## src/hdl/ssm_pkg.sv

```systemverilog
`timescale 1ns / 1ps
// shared types, constants and microcode table for the sparse set block
package ssm_pkg;

	localparam int INDEX_BITS_DEF  = 12;
	localparam int CAPACITY_DEF    = 1024;
	localparam int HANDLE_BITS_DEF = 32;

	localparam int ENTITY_W  = 32;
	localparam int CMD_W     = 3;
	localparam int POS_OUT_W = 10;
	localparam int CNT_OUT_W = 11;
	localparam int STATUS_W  = 2;

	typedef enum logic [CMD_W-1:0] {
		CMD_INSERT   = 3'd0,
		CMD_REMOVE   = 3'd1,
		CMD_CONTAINS = 3'd2,
		CMD_LOOKUP   = 3'd3,
		CMD_CLEAR    = 3'd4
	} cmd_t;

	typedef enum logic [STATUS_W-1:0] {
		ST_OK      = 2'd0,
		ST_PRESENT = 2'd1,
		ST_ABSENT  = 2'd2,
		ST_FULL    = 2'd3
	} status_t;

	typedef enum logic [3:0] {
		STEP_FETCH,
		STEP_DREAD,
		STEP_DISPATCH,
		STEP_INSERT,
		STEP_REMOVE,
		STEP_CONTAINS,
		STEP_LOOKUP,
		STEP_CLEAR,
		STEP_NOP
	} step_t;

	typedef enum logic [1:0] {
		JMP_NEXT,
		JMP_ACCEPT,
		JMP_DISPATCH,
		JMP_EMIT
	} jump_t;

	typedef enum logic {
		DRD_SLOT,
		DRD_LAST
	} dsel_t;

	typedef enum logic [2:0] {
		RES_NONE,
		RES_INSERT,
		RES_REMOVE,
		RES_CONTAINS,
		RES_LOOKUP,
		RES_CLEAR,
		RES_NOP
	} res_t;

	typedef struct packed {
		step_t next_step;
		jump_t jump;
		logic  in_ready;
		logic  sparse_rd;
		logic  dense_rd;
		dsel_t dense_sel;
		logic  latch_slot;
		logic  latch_check;
		res_t  op;
	} ucode_t;

	typedef struct packed {
		cmd_t cmd;
		logic out_free;
	} dp_stat_t;

	// control store: one word per step
	function automatic ucode_t ucode_rom(input step_t step);
		ucode_t w;
		w = '{next_step: STEP_FETCH, jump: JMP_NEXT, in_ready: 1'b0, sparse_rd: 1'b0,
			dense_rd: 1'b0, dense_sel: DRD_SLOT, latch_slot: 1'b0, latch_check: 1'b0,
			op: RES_NONE};
		unique case (step)
			STEP_FETCH: begin
				w.next_step = STEP_DREAD;
				w.jump      = JMP_ACCEPT;
				w.in_ready  = 1'b1;
				w.sparse_rd = 1'b1;
			end
			STEP_DREAD: begin
				w.next_step  = STEP_DISPATCH;
				w.dense_rd   = 1'b1;
				w.dense_sel  = DRD_SLOT;
				w.latch_slot = 1'b1;
			end
			STEP_DISPATCH: begin
				// fetch the last handle in case the command is a remove
				w.jump        = JMP_DISPATCH;
				w.dense_rd    = 1'b1;
				w.dense_sel   = DRD_LAST;
				w.latch_check = 1'b1;
			end
			STEP_INSERT: begin
				w.jump = JMP_EMIT;
				w.op   = RES_INSERT;
			end
			STEP_REMOVE: begin
				w.jump = JMP_EMIT;
				w.op   = RES_REMOVE;
			end
			STEP_CONTAINS: begin
				w.jump = JMP_EMIT;
				w.op   = RES_CONTAINS;
			end
			STEP_LOOKUP: begin
				w.jump = JMP_EMIT;
				w.op   = RES_LOOKUP;
			end
			STEP_CLEAR: begin
				w.jump = JMP_EMIT;
				w.op   = RES_CLEAR;
			end
			STEP_NOP: begin
				w.jump = JMP_EMIT;
				w.op   = RES_NOP;
			end
			default: begin
				w.next_step = STEP_FETCH;
			end
		endcase
		return w;
	endfunction

endpackage

```

## src/hdl/ssm_sequencer.sv

```systemverilog
`timescale 1ns / 1ps
// step counter and control store lookup for the sparse set block
module ssm_sequencer (
	input  logic              clk,
	input  logic              arst_n,
	input  logic              in_valid,
	input  ssm_pkg::dp_stat_t stat,
	output ssm_pkg::ucode_t   ctrl
);

	ssm_pkg::step_t upc_q;
	ssm_pkg::step_t upc_d;

	always_comb begin
		ctrl = ssm_pkg::ucode_rom(upc_q);
	end

	always_comb begin
		unique case (ctrl.jump)
			ssm_pkg::JMP_NEXT: begin
				upc_d = ctrl.next_step;
			end
			ssm_pkg::JMP_ACCEPT: begin
				upc_d = in_valid ? ctrl.next_step : upc_q;
			end
			ssm_pkg::JMP_EMIT: begin
				// hold the command step until the output register frees up
				upc_d = stat.out_free ? ctrl.next_step : upc_q;
			end
			ssm_pkg::JMP_DISPATCH: begin
				unique case (stat.cmd)
					ssm_pkg::CMD_INSERT:   upc_d = ssm_pkg::STEP_INSERT;
					ssm_pkg::CMD_REMOVE:   upc_d = ssm_pkg::STEP_REMOVE;
					ssm_pkg::CMD_CONTAINS: upc_d = ssm_pkg::STEP_CONTAINS;
					ssm_pkg::CMD_LOOKUP:   upc_d = ssm_pkg::STEP_LOOKUP;
					ssm_pkg::CMD_CLEAR:    upc_d = ssm_pkg::STEP_CLEAR;
					default:               upc_d = ssm_pkg::STEP_NOP;
				endcase
			end
			default: begin
				upc_d = ssm_pkg::STEP_FETCH;
			end
		endcase
	end

	always_ff @(posedge clk or negedge arst_n) begin
		if (!arst_n) begin
			upc_q <= ssm_pkg::STEP_FETCH;
		end else begin
			upc_q <= upc_d;
		end
	end

endmodule

```

## config.mk

```make
export PLATFORM = sky130hd
export DESIGN_NAME = ssm_sequencer
export DESIGN_NICKNAME = d
export VERILOG_FILES = /design/src/hdl/ssm_pkg.sv /design/src/hdl/ssm_sequencer.sv
export SDC_FILE = /design/constraint.sdc
export NUM_CORES = 1
export LEC_CHECK = 0
export BUFFER_PORTS_ARGS = -buffer_cell sky130_fd_sc_hd__buf_4
export CAP_MARGIN = 10
export CORE_AREA = 2 2 39 41
export CTS_CLUSTER_SIZE = 40
export DETAILED_ROUTE_END_ITERATION = 6
export DIE_AREA = 0 0 41 43
export HOLD_SLACK_MARGIN = 0.06
export PLACE_DENSITY_LB_ADDON = 0.12
export SETUP_SLACK_MARGIN = 0.05
export SYNTH_ARGS = -nofsm -noshare
export SYNTH_HDL_FRONTEND = slang
export SYNTH_SLANG_ARGS = --single-unit
```

## constraint.sdc

```tcl
create_clock -name clk -period 1.9 [get_ports clk]
set_clock_uncertainty 0.15 [all_clocks]
set_input_delay 0.57 -clock clk [delete_from_list [all_inputs] [get_ports clk]]
set_output_delay 0.57 -clock clk [all_outputs]
set_load 0.05 [all_outputs]
```

==> results.yml <==
die:
  die_area_mm2: 0.001763
  num_io_pins: 22
  die_w_um: 41
  core_mm2: 0.001384
  rows: 14
  start_util_pct: 29.11
  die_y_um: 43
synthesis:
  synthTopCellsByCount: "buf_4, dfrtp_1, buf_2, inv_1"
  yosys.area.top_type: "dfrtp_1"
  ys_types: 32
  synth_top_family_by_area: "simple AND/OR/NAND/NOR gates"
  synth_compound_area_share_pct: 24.22
  synth_top_area_share_pct: 24.84
  yosys.cell_count.top_type: "buf_4"
  synth_fa_ha_area_share_pct: 0
  synth_edf_count: 0
  yosys.area_share.simple_pct: 30.12
  synthMuxAreaShare_pct: 0
  synthArstFlopShare_pct: 100.0
  synthesis.area_um2: 402.9
  ys_seq_elements: 4
  yosys-top-cells-area: "dfrtp_1, buf_4, buf_2"
  ys_seq_area_share_pct: 24.84
  synth_xor_area_share_pct: 2.174
  syn_area_per_cell_um2: 8.222
  yosys_warnings: 0
  syn_inst: 49
  ys.flop_type: "dfrtp_1"
finish:
  antennaDiodeCount: 0
  drive_above_1_share_pct: 66.67
  nets: 90
  syn2layout_area_growth_pct: 103.7
  largest_reg_flops: 4
  regMostFlops: "upc_q"
  largestRegisters: "upc_q: 4 flops"
  fin_area_um2: 820.8
min_path:
  holdPathEnd: "upc_q[2]"
  min_path_cells: 2
  hold_path_class: "primary input to flop"
  worstHoldStart: "stat[0]"
detailed_routing:
  drt-vias-per-instance: 4.773
  dr_wl_met3_um: 31
  routed_wl_mm: 1.121
  vias: 463
  drt_first_iter_violations: 5
  drtPass1Iterations: 2
  drc: 0
  drtAntennaViolNets: 0
  dr.max_layer_used: "met3"
  wl_per_cell_um: 11.56
  drt-met1-wl_um: 490
  wl_met2_um: 599
global_route:
  grt_pass1_wl_mm: 1.918
  antenna_found_initial: 0
  grt_overflow_total: 0
  first_global_vias: 453
  grtUsageTotal_pct: 15.24
  grt_max_degree: 11
critical_path:
  end_kind: "primary output"
  r2r-start: "upc_q[2]"
  slowest_stage: "or4b_4"
  regToRegSetupSlack_ns: 0.13
  required_ns: 1.18
  worstReg2RegEnd: "upc_q[0]"
  start_kind: "flop"
  setup.worst_path.class: "flop to primary output"
  cp_cell_sequence: "or4b_4, clkinvlp_4, or2_4, buf_8"
  worstRegToRegCells: 5
  cp.arrival_ns: 1.53
  startpoint: "upc_q[2]"
  cp_max_fo: 4
  slowest_delay_ns: 0.56
timing:
  timing.fmax_mhz: 444.7
  finalHoldViolations: 0
  hold_slack_ns: 0.4377
  setup_viol: 13
  fin_setup_tns_ns: -3.251
  rsz0062_at_grt: "yes"
  finalCriticalPeriod_ns: 2.249
  fin_crit_sh_pct: 118.4
  worst_slack_ns: -0.3488
  slew_violations: 0
place:
  gp_routability_congestion: 0.7467
  io_buffer_count: 19
  dpl_cell_area_um2: 684.4
  dp_hpwl_um: 853
  place_ws_ns: -0.1463
clocking:
  cts_buffers: 3
  clock_path_buffers: 2
  htree_levels: 1
  clkLatencyLatePin_ns: 0.23
  root_buffer: "clkbuf_4"
  cts.sinks: 4
  cts_tree: "done"
  path_clk_slew_ns: 0.04
outcome:
  status: "complete, but fails checks"
  violations: "negative setup slack"
flow_run:
  drv_cap: 0
-- kinds of logic (layout without fill, tap and decap cells) --
kind of cell	after synthesis	in the layout
simple gates	18	18
compound gates	13	13
xor+xnor	1	1
buf+inv	12	43
flops	4	4
other cells	1	2
-- worst max-delay path by stage --
stage,endpoint,depth (start not counted)
6_report,ctrl[6],4
5_1_grt,ctrl[6],4
4_1_cts,ctrl[6],4
3_5_place_dp,ctrl[6],4
3_3_place_gp,ctrl[6],4
2_1_floorplan,ctrl[6],3
-- per-stage QoR --
step / utilization [%] / instances
floorplan: - / 50
global placement: 49.46 / 89
detailed placement: 49.46 / 89
CTS: 58.77 / 96
global route: 59.31 / 97
finish: 59.31 / 97
-- worst max-delay path: cells and delay by family (launching register included) --
family	cells	cell delay (ns)
simple gates	2	0.68
buf+inv	2	0.24
flops	1	0.38
-- cell usage in the layout (no fill, tap or decap), types with 2 or more instances in the layout --
cell type and count:
buf_6 9, inv_1 2, buf_8 3, o21ai_4 2, clkbuf_4 3, conb_1 2
nor2_1 2, buf_4 24, dfrtp_1 4
-- final cells by class --
class / instances / area, um2
inverter: 3 / 15.01
clock buffer: 3 / 22.52
fill: 135 / 563.0
sequential: 4 / 100.1
multi-input combinational: 34 / 326.6
tap: 16 / 20.02
timing repair buffer: 37 / 336.6
-- routing by layer --
metal  track usage [%]  up-vias
met5                 0        -
met4             6.000        0
li1                  -      234
met2             23.44       10
met1             21.90      219
met3                 0        0
-- repair_timing --
item,4_1_cts,5_1_grt
hold buffers,1,0
gates resized for setup,19,1
setup buffers,3,2
gates cloned,0,0
endpoints found under the setup margin,13,13
hold endpoints to repair,4,0
pin swaps,4,1
Power is left out: the tool's default activity adds up to more than one toggle a clock period on the data nets, which glitch-free logic cannot reach.
